**config.mk**
```make
export PLATFORM = sky130hd
export DESIGN_NAME = console_line_editor_flat
export DESIGN_NICKNAME = d
export VERILOG_FILES = /design/src/hw/rtl/cle_pkg.sv /design/src/hw/rtl/cle_req_if.sv /design/src/hw/rtl/cle_rsp_if.sv /design/src/hw/rtl/cle_ram.sv /design/src/hw/rtl/cle_ctrl.sv /design/src/hw/rtl/cle_dp.sv /design/src/hw/rtl/console_line_editor.sv /design/src/flat_wrapper.sv
export SDC_FILE = /design/constraint.sdc
export NUM_CORES = 1
export LEC_CHECK = 0
export ABC_AREA = 1
export BUFFER_PORTS_ARGS = -buffer_cell sky130_fd_sc_hd__buf_2
export CAP_MARGIN = 40
export CORE_MARGIN = 2
export CORE_UTILIZATION = 45
export DETAILED_ROUTE_END_ITERATION = 6
export HOLD_SLACK_MARGIN = 0.12
export PLACE_DENSITY = 0.68
export SYNTH_ARGS = -nofsm -noshare
export SYNTH_HDL_FRONTEND = slang
export SYNTH_SLANG_ARGS = --single-unit
```
**constraint.sdc**
```tcl
create_clock -name clk -period 6.3 [get_ports clk]
set_input_delay 1.26 -clock clk [delete_from_list [all_inputs] [get_ports clk]]
set_output_delay 1.26 -clock clk [all_outputs]
set_load 0.01 [all_outputs]
```
**src/hw/rtl/cle_pkg.sv**
```systemverilog
// ----------------------------------------------------------------------------
// cle_pkg - shared types and constants of the console line editor
// Request and result payloads, key codes and the command group that the
// controller hands to the datapath.
// ----------------------------------------------------------------------------
`default_nettype none

package cle_pkg;

	localparam int BUF_DEPTH_DEF = 128;
	localparam int CHAR_W        = 8;

	// Key codes with a meaning of their own
	localparam logic [CHAR_W-1:0] KEY_NUL    = 8'h00;
	localparam logic [CHAR_W-1:0] KEY_CTRL_D = 8'h04;
	localparam logic [CHAR_W-1:0] KEY_CTRL_H = 8'h08;
	localparam logic [CHAR_W-1:0] KEY_LF     = 8'h0A;
	localparam logic [CHAR_W-1:0] KEY_CR     = 8'h0D;
	localparam logic [CHAR_W-1:0] KEY_CTRL_P = 8'h10;
	localparam logic [CHAR_W-1:0] KEY_CTRL_U = 8'h15;
	localparam logic [CHAR_W-1:0] KEY_DEL    = 8'h7F;
	localparam logic [CHAR_W-1:0] KEY_ALT_C  = 8'd199;
	localparam logic [CHAR_W-1:0] KEY_ALT_O  = 8'd211;
	localparam logic [CHAR_W-1:0] KEY_ALT_L  = 8'd208;

	// Request kinds
	localparam logic KIND_KEY  = 1'b0;
	localparam logic KIND_READ = 1'b1;

	typedef struct packed {
		logic              kind;
		logic [CHAR_W-1:0] key_code;
		logic              first_of_read;
	} cle_req_t;

	typedef struct packed {
		logic              echo_valid;
		logic [CHAR_W-1:0] echo_char;
		logic [7:0]        erase_count;
		logic              line_ready;
		logic              dump_request;
		logic              read_empty;
		logic              read_valid;
		logic [CHAR_W-1:0] read_char;
		logic              read_eof;
		logic              read_stop;
	} cle_rsp_t;

	typedef struct packed {
		logic capture;  // latch the incoming request
		logic commit;   // execute the held request and load the result register
	} cle_cmd_t;

endpackage

`default_nettype wire

```
**src/hw/rtl/cle_req_if.sv**
```systemverilog
// ----------------------------------------------------------------------------
// cle_req_if - request channel of the console line editor
// Valid/ready channel carrying one keystroke or byte request.
// ----------------------------------------------------------------------------
`default_nettype none

interface cle_req_if import cle_pkg::*; ();
	logic     valid;
	logic     ready;
	cle_req_t data;

	modport source (output valid, output data, input ready);
	modport sink (input valid, input data, output ready);
endinterface

`default_nettype wire

```
**src/hw/rtl/cle_rsp_if.sv**
```systemverilog
// ----------------------------------------------------------------------------
// cle_rsp_if - result channel of the console line editor
// Valid/ready channel carrying one result per request.
// ----------------------------------------------------------------------------
`default_nettype none

interface cle_rsp_if import cle_pkg::*; ();
	logic     valid;
	logic     ready;
	cle_rsp_t data;

	modport source (output valid, output data, input ready);
	modport sink (input valid, input data, output ready);
endinterface

`default_nettype wire

```
**src/hw/rtl/cle_ram.sv**
```systemverilog
// ----------------------------------------------------------------------------
// cle_ram - generic single-write, single-read RAM
// One write port, one read port with registered read data.
// ----------------------------------------------------------------------------
`default_nettype none

module cle_ram #(
	parameter int WIDTH = 8,
	parameter int DEPTH = 128
) (
	input  wire logic                     clk,
	input  wire logic                     we,
	input  wire logic [$clog2(DEPTH)-1:0] waddr,
	input  wire logic [WIDTH-1:0]         wdata,
	input  wire logic [$clog2(DEPTH)-1:0] raddr,
	output logic      [WIDTH-1:0]         rdata
);

	logic [WIDTH-1:0] mem [DEPTH];

	always_ff @(posedge clk) begin
		if (we) begin
			mem[waddr] <= wdata;
		end
		rdata <= mem[raddr];
	end

endmodule

`default_nettype wire

```
**src/hw/rtl/cle_ctrl.sv**
```systemverilog
// ----------------------------------------------------------------------------
// cle_ctrl - request sequencer of the console line editor
// Capture a request, then execute it once the result register is free.
// ----------------------------------------------------------------------------
`default_nettype none

module cle_ctrl import cle_pkg::*; (
	input  wire logic clk,
	input  wire logic arst_n,
	input  wire logic req_valid,
	output logic      req_ready,
	output logic      rsp_valid,
	input  wire logic rsp_ready,
	output cle_cmd_t  cmd
);

	typedef enum logic {
		ST_IDLE,
		ST_EXEC
	} state_t;

	state_t state_q;
	logic   rsp_valid_q;
	logic   rsp_free;

	assign req_ready   = (state_q == ST_IDLE);
	assign rsp_valid   = rsp_valid_q;
	assign rsp_free    = !rsp_valid_q || rsp_ready;
	assign cmd.capture = req_valid && req_ready;
	assign cmd.commit  = (state_q == ST_EXEC) && rsp_free;

	always_ff @(posedge clk or negedge arst_n) begin
		if (!arst_n) begin
			state_q     <= ST_IDLE;
			rsp_valid_q <= 1'b0;
		end else begin
			unique case (state_q)
				ST_IDLE: begin
					if (cmd.capture) begin
						state_q <= ST_EXEC;
					end
				end
				ST_EXEC: begin
					if (cmd.commit) begin
						state_q <= ST_IDLE;
					end
				end
				default: begin
					state_q <= ST_IDLE;
				end
			endcase
			if (cmd.commit) begin
				rsp_valid_q <= 1'b1;
			end else if (rsp_ready) begin
				rsp_valid_q <= 1'b0;
			end
		end
	end

endmodule

`default_nettype wire

```
**src/hw/rtl/cle_dp.sv**
```systemverilog
// ----------------------------------------------------------------------------
// cle_dp - datapath of the console line editor
// Line store, read/commit/edit indices, request and result registers.
// ----------------------------------------------------------------------------
`default_nettype none

module cle_dp import cle_pkg::*; #(
	parameter int BUF_DEPTH = BUF_DEPTH_DEF
) (
	input  wire logic     clk,
	input  wire logic     arst_n,
	input  wire cle_cmd_t cmd,
	input  wire cle_req_t req,
	output cle_rsp_t      rsp
);

	localparam int SW = $clog2(BUF_DEPTH);
	localparam int IW = SW + 1;
	localparam logic [IW:0]   IDX_MOD = (IW+1)'(2 * BUF_DEPTH);
	localparam logic [IW-1:0] IDX_MAX = IW'(2 * BUF_DEPTH - 1);
	localparam logic [IW-1:0] DEPTH_I = IW'(BUF_DEPTH);
	localparam logic [IW-1:0] LAST_I  = IW'(BUF_DEPTH - 1);

	// Indices count modulo twice the depth
	function automatic logic [IW-1:0] idx_inc(input logic [IW-1:0] a);
		return (a == IDX_MAX) ? '0 : a + 1'b1;
	endfunction

	function automatic logic [IW-1:0] idx_dec(input logic [IW-1:0] a);
		return (a == '0) ? IDX_MAX : a - 1'b1;
	endfunction

	function automatic logic [IW-1:0] idx_sub(input logic [IW-1:0] a, input logic [IW-1:0] b);
		logic [IW:0] d;
		d = (a >= b) ? ({1'b0, a} - {1'b0, b}) : ({1'b0, a} + IDX_MOD - {1'b0, b});
		return d[IW-1:0];
	endfunction

	function automatic logic [SW-1:0] slot(input logic [IW-1:0] a);
		logic [IW-1:0] s;
		s = (a >= DEPTH_I) ? (a - DEPTH_I) : a;
		return s[SW-1:0];
	endfunction

	cle_req_t    req_q;
	cle_rsp_t    rsp_q;
	cle_rsp_t    rsp_d;
	logic [IW-1:0] rd_idx_q;
	logic [IW-1:0] cm_idx_q;
	logic [IW-1:0] ed_idx_q;
	logic [IW-1:0] rd_idx_d;
	logic [IW-1:0] cm_idx_d;
	logic [IW-1:0] ed_idx_d;
	logic [IW-1:0] tail;
	logic [IW-1:0] fill;
	logic [CHAR_W-1:0] ch;
	logic [CHAR_W-1:0] rdata;
	logic          st_we;

	assign tail = idx_sub(ed_idx_q, cm_idx_q);
	assign fill = idx_sub(ed_idx_q, rd_idx_q);
	assign ch   = (req_q.key_code == KEY_CR) ? KEY_LF : req_q.key_code;
	assign rsp  = rsp_q;

	always_comb begin
		rsp_d    = '0;
		rd_idx_d = rd_idx_q;
		cm_idx_d = cm_idx_q;
		ed_idx_d = ed_idx_q;
		st_we    = 1'b0;
		if (req_q.kind == KIND_KEY) begin
			priority if (req_q.key_code == KEY_CTRL_P) begin
				rsp_d.dump_request = 1'b1;
			end else if (req_q.key_code == KEY_CTRL_U) begin
				ed_idx_d          = cm_idx_q;
				rsp_d.erase_count = 8'(tail);
			end else if (req_q.key_code == KEY_CTRL_H || req_q.key_code == KEY_DEL) begin
				if (tail != '0) begin
					ed_idx_d          = idx_dec(ed_idx_q);
					rsp_d.erase_count = 8'd1;
				end
			end else if (req_q.key_code == KEY_ALT_C || req_q.key_code == KEY_ALT_O ||
					req_q.key_code == KEY_ALT_L || req_q.key_code == KEY_NUL) begin
				rsp_d = '0;
			end else if (fill < DEPTH_I) begin
				st_we            = 1'b1;
				ed_idx_d         = idx_inc(ed_idx_q);
				rsp_d.echo_valid = 1'b1;
				rsp_d.echo_char  = ch;
				if (ch == KEY_LF || ch == KEY_CTRL_D || fill == LAST_I) begin
					cm_idx_d         = idx_inc(ed_idx_q);
					rsp_d.line_ready = 1'b1;
				end
			end else begin
				rsp_d = '0;
			end
		end else begin
			priority if (rd_idx_q == cm_idx_q) begin
				rsp_d.read_empty = 1'b1;
			end else if (rdata == KEY_CTRL_D) begin
				if (req_q.first_of_read) begin
					rd_idx_d = idx_inc(rd_idx_q);
				end
				rsp_d.read_eof  = 1'b1;
				rsp_d.read_stop = 1'b1;
			end else begin
				rd_idx_d         = idx_inc(rd_idx_q);
				rsp_d.read_valid = 1'b1;
				rsp_d.read_char  = rdata;
				rsp_d.read_stop  = (rdata == KEY_LF);
			end
		end
	end

	always_ff @(posedge clk or negedge arst_n) begin
		if (!arst_n) begin
			rd_idx_q <= '0;
			cm_idx_q <= '0;
			ed_idx_q <= '0;
		end else if (cmd.commit) begin
			rd_idx_q <= rd_idx_d;
			cm_idx_q <= cm_idx_d;
			ed_idx_q <= ed_idx_d;
		end
	end

	always_ff @(posedge clk) begin
		if (cmd.capture) begin
			req_q <= req;
		end
		if (cmd.commit) begin
			rsp_q <= rsp_d;
		end
	end

	// The read port always follows the read index; it is stable by execute time
	cle_ram #(
		.WIDTH (CHAR_W),
		.DEPTH (BUF_DEPTH)
	) u_store (
		.clk   (clk),
		.we    (st_we && cmd.commit),
		.waddr (slot(ed_idx_q)),
		.wdata (ch),
		.raddr (slot(rd_idx_q)),
		.rdata (rdata)
	);

endmodule

`default_nettype wire

```
**src/hw/rtl/console_line_editor.sv**
```systemverilog
// ----------------------------------------------------------------------------
// console_line_editor - cooked-mode console input line editor
// Top level: request sequencer plus datapath with the line store.
// ----------------------------------------------------------------------------
// Each request is either a keystroke or a reader asking for one byte, and
// each produces exactly one result. A request is captured into the request
// register, then executed against the indices and the line store,
// whose read port is registered and always tracks the read index. The next
// request is taken right after execute, while the result may still sit in
// the output register; a result stalled downstream holds execute until the
// register frees up. The line store needs no clearing pass after reset:
// readers only ever see committed bytes, which were written first.
// ----------------------------------------------------------------------------
`default_nettype none

module console_line_editor import cle_pkg::*; #(
	parameter int BUF_DEPTH = BUF_DEPTH_DEF
) (
	input  wire logic clk,
	input  wire logic arst_n,
	cle_req_if.sink   item,
	cle_rsp_if.source result
);

	cle_cmd_t cmd;

	// Sequence capture and execute; own the result valid flag
	cle_ctrl u_ctrl (
		.clk       (clk),
		.arst_n    (arst_n),
		.req_valid (item.valid),
		.req_ready (item.ready),
		.rsp_valid (result.valid),
		.rsp_ready (result.ready),
		.cmd       (cmd)
	);

	// Hold the request, edit the line, drive the result payload
	cle_dp #(
		.BUF_DEPTH (BUF_DEPTH)
	) u_dp (
		.clk    (clk),
		.arst_n (arst_n),
		.cmd    (cmd),
		.req    (item.data),
		.rsp    (result.data)
	);

endmodule

`default_nettype wire

```
**src/flat_wrapper.sv**
```systemverilog
// flat-port wrapper written by rule: the top's interface ports become plain ports
module console_line_editor_flat import cle_pkg::*;
#(
	parameter int BUF_DEPTH = BUF_DEPTH_DEF
)
  (clk, arst_n, item_valid, item_data, item_ready, result_valid, result_data, result_ready);
  cle_req_if item_i ();
  cle_rsp_if result_i ();
  input  wire logic clk;
  input  wire logic arst_n;
  input wire logic [$bits(item_i.valid)-1:0] item_valid;
  input wire logic [$bits(item_i.data)-1:0] item_data;
  output wire logic [$bits(item_i.ready)-1:0] item_ready;
  output wire logic [$bits(result_i.valid)-1:0] result_valid;
  output wire logic [$bits(result_i.data)-1:0] result_data;
  input wire logic [$bits(result_i.ready)-1:0] result_ready;
  assign item_i.valid = item_valid;
  assign item_i.data = item_data;
  assign item_ready = item_i.ready;
  assign result_valid = result_i.valid;
  assign result_data = result_i.data;
  assign result_i.ready = result_ready;
  console_line_editor #(.BUF_DEPTH(BUF_DEPTH)) u_core (.clk(clk), .arst_n(arst_n), .item(item_i), .result(result_i));
endmodule
```
=== Yosys cells after proc, flatten, opt, wreduce, memory -nomap -nowiden ===
Memory sizes are Yosys's and may differ from the RTL's. A register that Yosys moved wholly into a read port is not among the register bits.
Index checks and enable logic that the tools add are counted.

* Bits in registers: 67
* RAM bits: 1,024
* Bits of input ports: 14
* Output and inout port bits: 33
* Word-level logic and storage cells: 126
* Memories kept: 1

{| class="wikitable"
|+ Memories
! name !! words !! width !! rd ports !! clocked after memory_dff !! wr ports !! line !! source
|-
| u_core.u_dp.u_store.mem || 128 || 8 || 1 || 1 || 1 || cle_ram.sv:19 || <nowiki>logic [WIDTH-1:0] mem [DEPTH];</nowiki>
|}

* Add/sub/neg operators: 10
* Order comparisons: 5
* Eq/ne operators: 19
* Multiplexer cells: 43
* Bitwise logic cells: 8
* Reductions and logical operators: 22

{| class="wikitable"
|+ Operator list
! operator !! number
|-
| $mux W8 || 15
|-
| $eq A8 B8 Y1 const B || 5
|-
| $eq A8 B4 Y1 const B || 4
|-
| $sub A8 B8 Y8 || 4
|-
| $mux W13 || 2
|-
| $add A8 B1 Y8 const B || 3
|-
| $mux W12 || 2
|-
| $mux W1 || 18
|-
| $mux W9 || 2
|-
| $eq A8 B3 Y1 const B || 2
|-
| $eq A8 B5 Y1 const B || 2
|-
| $eq A8 B7 Y1 const B || 2
|-
| $ge A8 B8 Y1 || 2
|-
| $ge A8 B8 Y1 const B || 2
|-
| $logic_not A8 Y1 || 2
|-
| $mux W7 || 2
|-
| $sub A7 B1 Y7 const B || 2
|-
| $mux W11 || 1
|-
| $eq A8 B8 Y1 || 1
|-
| $lt A8 B8 Y1 const B || 1
|-
| $not A1 Y1 || 8
|-
| $reduce_and A8 Y1 || 1
|-
| $reduce_bool A8 Y1 || 1
|-
| $sub A8 B1 Y8 const B || 1
|-
| 14 further kinds || 22
|}

=== Logic depth before layout (Yosys ltp) ===
Gate-level depths: netlist of run 1.

* Depth in word-level cells: 13
* Gate-level depth with buffers: 18
* Depth with buffers taken out: 15

=== By module ===
Synthesis of run 1 repeated with hierarchy kept, for this count alone.

* Cell total of the unflattened synthesis: 4,143
* Area, all modules: 46,633.5 µm²

{| class="wikitable"
|+ Modules (own cells, without submodules)
! module !! times used !! cells an instance !! area each (µm²) !! seq. area each (µm²)
|-
| cle_ram || 1 || 3,575 || 42,104.1 || 30,909.6
|-
| cle_dp || 1 || 557 || 4,436.8 || 1,831.8
|-
| cle_ctrl || 1 || 11 || 92.6 || 50.0
|}

=== Worst setup path after synthesis of run 1 ===
No wires, ideal clock.

* Kind: register to register
* From: register u_core.u_dp.req_q[4] (netlist name)
* To: memory u_core.u_dp.u_store.mem[0][0] (data pin)
* Library setup time: 0.799 ns
* Data arrival time: 3.713 ns
* Required time: 5.501 ns
* Slack: 1.788 ns
* Cell stages (with the launch flop): 6
* Buffers on the path: 0
* Clock period less this slack: 4.512 ns
* Cells stage by stage: edfxtp_1 > nand2_1 > nor2_1 > nand2_1 > inv_1 > nor2_1

* Word-level cells in the longest chain between the ends: 2

{| class="wikitable"
|+ RTL lines
! element !! line !! source
|-
| start: declaration || cle_dp.sv:45 || <nowiki>cle_req_t req_q;</nowiki>
|-
| start signal: assignment || cle_dp.sv:129 || <nowiki>req_q <= req;</nowiki>
|-
| $eq A8 B4 Y1 || cle_dp.sv:62 || <nowiki>assign ch = (req_q.key_code == KEY_CR) ? KEY_LF : req_q.key_code;</nowiki>
|-
| $mux W8 || cle_dp.sv:62 ||
|-
| net u_core.u_dp.ch[0] || cle_dp.sv:56 || <nowiki>logic [CHAR_W-1:0] ch;</nowiki>
|-
| end: declaration || cle_ram.sv:19 ||
|}

The timed path passes the listed nets, and every way through them passes these cells.

=== Worst setup path after layout of run 1 ===
* From: register u_core.u_dp.rd_idx_q[4]
* To: memory u_core.u_dp.u_store.mem[122][2] (enable)

* Word-level cells in the longest chain between the ends: 12
* Elaborated cells on any way between the ends: 14
* Classes of those cells: 2 x add/sub; 2 x order compare; 9 x mux; 1 x reduce/logical

{| class="wikitable"
|+ RTL lines
! element !! line !! source
|-
| start: declaration || cle_dp.sv:48 || <nowiki>logic [IW-1:0] rd_idx_q;</nowiki>
|-
| start signal: assignment || cle_dp.sv:121 || <nowiki>rd_idx_q <= rd_idx_d;</nowiki>
|-
| $sub A8 B8 Y8 or $ge A8 B8 Y1 (tied branches) || cle_dp.sv:35 || <nowiki>d = (a >= b) ? ({1'b0, a} - {1'b0, b}) : ({1'b0, a} + IDX_MOD - {1'b0, b});</nowiki>
|-
| $mux W8 (*) || cle_dp.sv:35 ||
|-
| $lt A8 B8 Y1 (*) || cle_dp.sv:85 || <nowiki>end else if (fill < DEPTH_I) begin</nowiki>
|-
| $mux W1 (*) || cle_dp.sv:85 ||
|-
| $mux W1 (*) || cle_dp.sv:82 || <nowiki>end else if (req_q.key_code == KEY_ALT_C || req_q.key_code == KEY_ALT_O ||</nowiki>
|-
| $mux W1 (*) || cle_dp.sv:77 || <nowiki>end else if (req_q.key_code == KEY_CTRL_H || req_q.key_code == KEY_DEL) begin</nowiki>
|-
| $mux W1 (*) || cle_dp.sv:74 || <nowiki>end else if (req_q.key_code == KEY_CTRL_U) begin</nowiki>
|-
| $mux W1 (*) || cle_dp.sv:72 || <nowiki>priority if (req_q.key_code == KEY_CTRL_P) begin</nowiki>
|-
| $mux W1 (*) || cle_dp.sv:71 || <nowiki>if (req_q.kind == KIND_KEY) begin</nowiki>
|-
| $logic_and A1 B1 Y1 (*) || cle_dp.sv:142 || <nowiki>.we (st_we && cmd.commit),</nowiki>
|-
| $mux W1 (*) || cle_ram.sv:22 || <nowiki>if (we) begin</nowiki>
|-
| $mux W1 (not written as such) (*) || cle_ram.sv:23 || <nowiki>mem[waddr] <= wdata;</nowiki>
|}

Every way passes the cells marked *; elsewhere a longest branch is shown, timed or not.

==> impl_metrics.yaml, run 1 <==
sta:
  finClkSkew_ps: 34.0
  fmax_mhz: 225
  finalCritPeriodShare: 0.705
  worst_pin_slew_ps: 1150
  final_max_slew_viol_count: 0
  rsz0062_at_grt: "no"
  relSlewSlack: 0.235
  holdWs_ps: 537
  finalSetupViolCount: 0
  final.setup.tns_ps: 0
  min_period_ps: 4440
  hold_viol: 0
setup_path:
  regToRegStartpoint: "u_core.u_dp.rd_idx_q[4]"
  critical_path_required_ps: 6620
  startpoint_type: "flip-flop"
  crit_type: "flip-flop to flip-flop"
  end_kind: "flip-flop"
  crit_fanout: 17
  crit_path_start: "u_core.u_dp.rd_idx_q[4]"
  r2r_slack_ps: 1860
  r2r_end: "u_core.u_dp.u_store.mem[122][2]"
  r2r_cells: 12
  critPathArrivalTime_ps: 4760
cts:
  clk_latency_ps: 700
  ctsResizeCount: 0
  cts_tree: "yes"
  clockRootBuffer: "clkbuf_16"
  cts-htree-levels: 3
  clk_pin_slew_ps: 60
  cts_buffer_depth: 3
  clock_sinks: 1099
  ctsHoldBuffers: 0
  numCtsBuffers: 107
  postCtsSetupBuffers: 0
drt:
  first_pass_iters: 6
  drt_iter0_drc: 3655
  wire_per_inst_um: 20.2
  ant_nets: 0
  remaining_drc_errors: 0
  drt_wl_total_um: 121000
  vias: 32200
  viasPerCell: 5.36
flow_run:
  drv_cap: 0
floorplan:
  fp.dieW_um: 328
  core_area_um2: 104000
  dieHeight_um: 328
  rows: 118
  die-area_um2: 108000
  io_pins: 47
  initial_core_util: 0.455
pwr:
  p_int_mw: 13.9
  power_frac_clock: 0.286
  switching_power_mw: 8.31
  p_sw_frac: 0.374
  p_per_area_nw_per_um2: 423
  leakage_nw: 20.3
  p_comb_frac: 0.333
  seq_power_share: 0.381
  max-vdd-ir-drop_mv: 0.392
hold_path:
  hold_depth: 2
  hp-start: "u_core.u_ctrl.state_q"
  hold_class: "flip-flop to flip-flop"
  hold_end: "u_core.u_ctrl.rsp_valid"
synthesis:
  avgSynthCellArea_um2: 10.4
  ys.flop_type: "edfxtp_1"
  yosysSeqAreaShare: 0.693
  synth_top_area_frac: 0.676
  synth_edf_count: 1065
  ys_seq_elements: 1099
  synthCells: 4561
  async_flop_share: 0.0237
  synth_largest_area_cell: "edfxtp_1"
  yosysMostFrequentCell: "nand2_1"
  synthTopCellsByCount: "nand2_1, edfxtp_1, nor2_1"
  syn_nets: 4596
  syn_area_um2: 47300
  ys_warn_count: 0
  yosys-top-cells-area: "edfxtp_1, nand2_1, nor2_1, nand3_1, o21ai_0"
  synth_cell_types: 37
finish:
  areaGrowthSynthToFinish_pct: 11.1
  drive_gt1_frac: 0.0670
  fin_util: 0.505
  final_nets: 4570
  n_antenna_cell: 0
placed_design:
  dpl.hpwl_um: 72300
  place_congestion: 0.900
  port_buffers: 46
global_routing:
  grtUsageMet3: 0.0342
  antenna_found_initial: 0
  busiest_layer: "met2"
  grt_use_met1: 0.306
  overflow: 0
  grt_pass1_vias: 30500
  grt_use_met2: 0.358
  grt_max_degree: 214
  grtUsageTotal: 0.222
  grt_pass1_wl_um: 182000
status:
  outcome: "finished clean"
worst max-delay path, cell delays in order, from the launching register on:
cell and delay [ps]:
dfrtp_1 370, clkinv_1 500, ha_1 550, nand2_1 120, a21oi_1 70, nor2_1 150, nand3_1 120, nand2_1 150
nand3_2 290, nor2_8 380, nand3_2 480, buf_16 350, nor2_1 530
placed cells by master (no fill, tap or decap), drive strengths merged:
| cell type | count |
|---|---|
| and3 | 4 |
| clkinv | 50 |
| dfxtp | 8 |
| o211ai | 1 |
| nor3 | 3 |
| a21boi | 1 |
| inv | 326 |
| o21bai | 1 |
| xnor2 | 5 |
| nand3 | 393 |
| nor2 | 737 |
| buf | 101 |
| bufinv | 11 |
| a21o | 1 |
| o31ai | 1 |
| nand4 | 17 |
| fa | 2 |
| nor4 | 1 |
| ha | 19 |
| nand2 | 1388 |
| dfrtp | 26 |
| nand3b | 3 |
| xor2 | 15 |
| a211oi | 1 |
| or2 | 9 |
| clkinvlp | 6 |
| edfxtp | 1065 |
| clkbuf | 132 |
| o21ai | 266 |
| a21oi | 33 |
layout make-up:
type                    count  area, µm²
flip-flops and latches   1099      32800
clock inverters            68        691
inverters                 325       1240
multi-input cells        2901      12300
fillers                  9055      51400
clock buffers             132       2800
well taps                1380       1730
repair buffers            101        976
power by group through the flow:
stage,logic [mW],registers [mW],clock network (mW)
finish,7.40,8.45,6.35
global route,8.19,8.46,6.72
CTS,7.31,8.45,6.42
detailed placement,7.28,8.61,0
global placement,7.16,8.60,0
floorplan,5.10,8.48,0
through the flow:
step | cells | total power, mW | setup slack (ps) | area, µm²
after detailed placement | 5806 | 15.9 | 1940 | 49000
after floorplan | 4561 | 13.6 | 1790 | 47300
after global placement | 5790 | 15.8 | 1600 | 48600
final | 6006 | 22.2 | 1860 | 52500
after CTS | 6006 | 22.2 | 1890 | 52500
after global routing | 6006 | 23.4 | 1620 | 52500
flip-flops by register name (all words and copies together), names as in the netlist:
| signal | flops |
|---|---|
| u_core.u_dp.ed_idx_q | 8 |
| u_core.u_dp.rd_idx_q | 8 |
| u_core.u_dp.cm_idx_q | 8 |
| u_core.u_ctrl.rsp_valid | 1 |
| u_core.u_dp.rsp | 31 |
| u_core.u_ctrl.state_q | 1 |
| u_core.u_dp.u_store.mem | 1024 |
| u_core.u_dp.req_q | 10 |
| u_core.u_dp.u_store.rdata | 8 |
logic make-up (layout without fill, tap and decap cells):
kind of cell | count (synthesis) | count (layout) | synth area share
AND/OR/NAND/NOR | 2555 | 2555 | 0.217
AO/OA/AOI/OAI | 305 | 305 | 0.0326
flip-flops | 1099 | 1099 | 0.693
adder cells (fa/ha/maj) | 21 | 21 | 0.00587
buffers and inverters | 561 | 626 | 0.0471
XOR/XNOR | 20 | 20 | 0.00370
metal layers:
metal	up-vias	share of wire
li1	15100	-
met1	15400	0.41
met2	1472	0.47
met3	258	0.084
met4	0	0.038
met5	-	0
worst max-delay path by stage:
| stage | slack, ps | to | cells past startpoint |
|---|---|---|---|
| after floorplan | 1790 | u_core.u_dp.u_store.mem[0][0] | 5 |
| after global placement | 1600 | u_core.u_dp.u_store.mem[26][1] | 12 |
| after detailed placement | 1940 | u_core.u_dp.u_store.mem[27][1] | 12 |
| after CTS | 1890 | u_core.u_dp.u_store.mem[27][1] | 12 |
| after global routing | 1620 | u_core.u_dp.u_store.mem[27][2] | 12 |
| final | 1860 | u_core.u_dp.u_store.mem[122][2] | 12 |
No activity file was read; power rests on OpenSTA's default activity.
==> run 2, diff against run 1 <==
--- a/config.mk
+++ b/config.mk
@@ -5,7 +5,7 @@
 export SDC_FILE = /design/constraint.sdc
 export NUM_CORES = 1
 export LEC_CHECK = 0
-export ABC_AREA = 1
+export ABC_AREA = 0
 export BUFFER_PORTS_ARGS = -buffer_cell sky130_fd_sc_hd__buf_2
 export CAP_MARGIN = 40
 export CORE_MARGIN = 2
==> constraint.sdc (replaced) <==
create_clock -name clk -period 4.2 [get_ports clk]
set_input_delay 0.84 -clock clk [delete_from_list [all_inputs] [get_ports clk]]
set_output_delay 0.84 -clock clk [all_outputs]
set_load 0.01 [all_outputs]
==> run 2 against run 1 <==
Net effect:
- clock skew rose by 3.8 ps
- final area down 5.4%
- sequential power up 47%
- first-iteration DRC count fell by 12%
- setup slack got worse by 1500 ps
- fmax up 16%
- synthesized cell count decreased by 51%
- critical endpoint is now u_core.u_dp.u_store.mem[86][3]
- highest routed layer unchanged
==> impl_metrics.yaml, run 2 <==
setup_path:
  crit_slowest_cell: "nor2_1"
  critical_path_required_ps: 4500
  max_stage_delay_ps: 650
  regToRegStartpoint: "u_core.u_dp.ed_idx_q[0]"
  path_cells: "inv_1 > ha_1 > nand2b_1 > a21oi_1 > o22ai_1 > xnor2_1 > nor4b_4 > nand4_1 > buf_4 > nor2_1"
  startpoint_type: "flip-flop"
  crit_fanout: 16
  critPathArrivalTime_ps: 4130
  crit_type: "flip-flop to flip-flop"
  end_kind: "flip-flop"
  crit_path_start: "u_core.u_dp.ed_idx_q[0]"
global_routing:
  grt_pass1_wl_um: 153000
  grt_use_met1: 0.295
  grt_pass1_vias: 22600
  overflow: 0
  busiest_layer: "met2"
  grtUsageTotal: 0.209
  grt_max_degree: 119
  grt_use_met2: 0.332
  antenna_found_initial: 0
  grtUsageMet3: 0.0343
status:
  outcome: "finished clean"
sta:
  finalCritPeriodShare: 0.914
  worst_pin_slew_ps: 966
  final_max_slew_viol_count: 0
  min_period_ps: 3840
  finalSetupViolCount: 0
  final.setup.tns_ps: 0
  hold_viol: 0
  fmax_mhz: 261
  relSlewSlack: 0.356
  rsz0062_at_grt: "no"
  finClkSkew_ps: 37.8
floorplan:
  dieHeight_um: 316
  rows: 114
  fp.dieW_um: 316
  initial_core_util: 0.453
  core_area_um2: 96600
  io_pins: 47
  die-area_um2: 99700
cts:
  clockRootBuffer: "clkbuf_16"
  ctsResizeCount: 0
  cts-htree-levels: 3
  clock_sinks: 1099
  numCtsBuffers: 106
  postCtsSetupBuffers: 0
  cts_buffer_depth: 3
  cts_tree: "yes"
  clk_pin_slew_ps: 70
  ctsHoldBuffers: 0
  clk_latency_ps: 680
synthesis:
  synth_edf_count: 1065
  avgSynthCellArea_um2: 19.6
  yosysSeqAreaShare: 0.750
  ys.flop_type: "edfxtp_1"
  ys_warn_count: 0
  synth_cell_types: 68
  syn_nets: 2270
  ys_seq_elements: 1099
  synthTopCellsByCount: "edfxtp_1, mux4_2, nor2_1"
  yosys-top-cells-area: "edfxtp_1, mux4_2, mux2i_1, nor2_1, dfrtp_1"
  synthCells: 2235
  synth_top_area_frac: 0.731
  yosysMostFrequentCell: "edfxtp_1"
  synth_largest_area_cell: "edfxtp_1"
  async_flop_share: 0.0237
  syn_area_um2: 43700
drt:
  viasPerCell: 6.03
  wire_per_inst_um: 27.5
  drt_iter0_drc: 3215
  ant_nets: 0
  drt_wl_total_um: 104000
  first_pass_iters: 6
  remaining_drc_errors: 0
  vias: 22700
finish:
  final_cell_mix: "edfxtp_1, mux4_2, nor2_1"
  areaGrowthSynthToFinish_pct: 13.6
  regMostFlops: "u_core.u_dp.u_store.mem"
  finish.instance_area_um2: 49700
  final_common_cell: "edfxtp_1"
  n_antenna_cell: 0
  largest_register_ffs: 1024
  drive_gt1_frac: 0.247
  final_nets: 2434
  fin_util: 0.515
pwr:
  seq_power_share: 0.421
  leakage_nw: 16.1
  max-vdd-ir-drop_mv: 0.675
  p_comb_frac: 0.252
  p_sw_frac: 0.287
  p_per_area_nw_per_um2: 592
  finalPower_mw: 29.4
  p_int_mw: 21.0
  switching_power_mw: 8.44
  power_frac_clock: 0.327
placed_design:
  place_congestion: 0.928
  dpl.hpwl_um: 64700
  port_buffers: 46
  post_dp_cell_area_um2: 46200
flow_run:
  drv_cap: 0
hold_path:
  hold_class: "primary input to async pin"
## run 2: final timing paths
check / slack (ps) / depth (start not counted) / to
worst min register to register: 550 / 2 / u_core.u_ctrl.rsp_valid
worst max register to register: 360 / 10 / u_core.u_dp.u_store.mem[86][3]
max in group asynchronous: 3500 / 1 / u_core.u_dp.rd_idx_q[0]
worst max-delay path: 360 / 10 / u_core.u_dp.u_store.mem[86][3]
worst min-delay path: 200 / 1 / u_core.u_dp.rd_idx_q[7]
min in group clk: 340 / 1 / u_core.u_dp.req_q[7]
## run 2: critical path: cells and delay by family (launching register included)
kind | cells | cell delay [ps]
AOI/OAI and AO/OA | 2 | 260
and+or+nand+nor | 4 | 1510
xor gates and xnor gates | 1 | 300
buffers and inverters | 2 | 570
adders and majority gates | 1 | 240
DFF | 1 | 580
## run 2: routing by layer
layer	wire, µm	vias to the layer above	share of wire
met5	0	-	0
met4	3710	0	0.036
met3	8950	202	0.086
met2	49000	1248	0.47
met1	41900	11700	0.40
li1	-	9493	-
## run 2: logic make-up after synthesis
family | Yosys count | share of synthesized area
fa+ha+maj | 21 | 0.00635
compound gates | 238 | 0.0379
mux | 334 | 0.147
simple gates | 372 | 0.0392
flops | 1099 | 0.750
buf+inv | 142 | 0.0146
xor+xnor | 29 | 0.00581
## run 2: final cells by class
cell class,instances,area (µm²)
multi-input combinational,994,10300
clock inverter,69,744
fill,7367,46900
inverter,21,78.8
clock buffer,125,2790
tap,1276,1600
timing repair buffer,177,1350
sequential,1099,32800
## run 2: metrics by stage
stage	hold slack (ps)	instances	setup WS, ps
after floorplan	517	2235	-623
after global placement	499	3560	461
after detailed placement	534	3567	432
after CTS	178	3761	379
after global routing	246	3761	71.6
final	196	3761	363
## run 2: power groups by stage
stage                     clock [mW]  combinational (mW)  sequential (mW)
after floorplan                    0                5.00             12.6
final                           9.62                7.41             12.4
after CTS                       9.77                7.41             12.4
after global placement             0                7.28             12.6
after global routing            10.2                7.76             12.4
after detailed placement           0                7.39             12.6
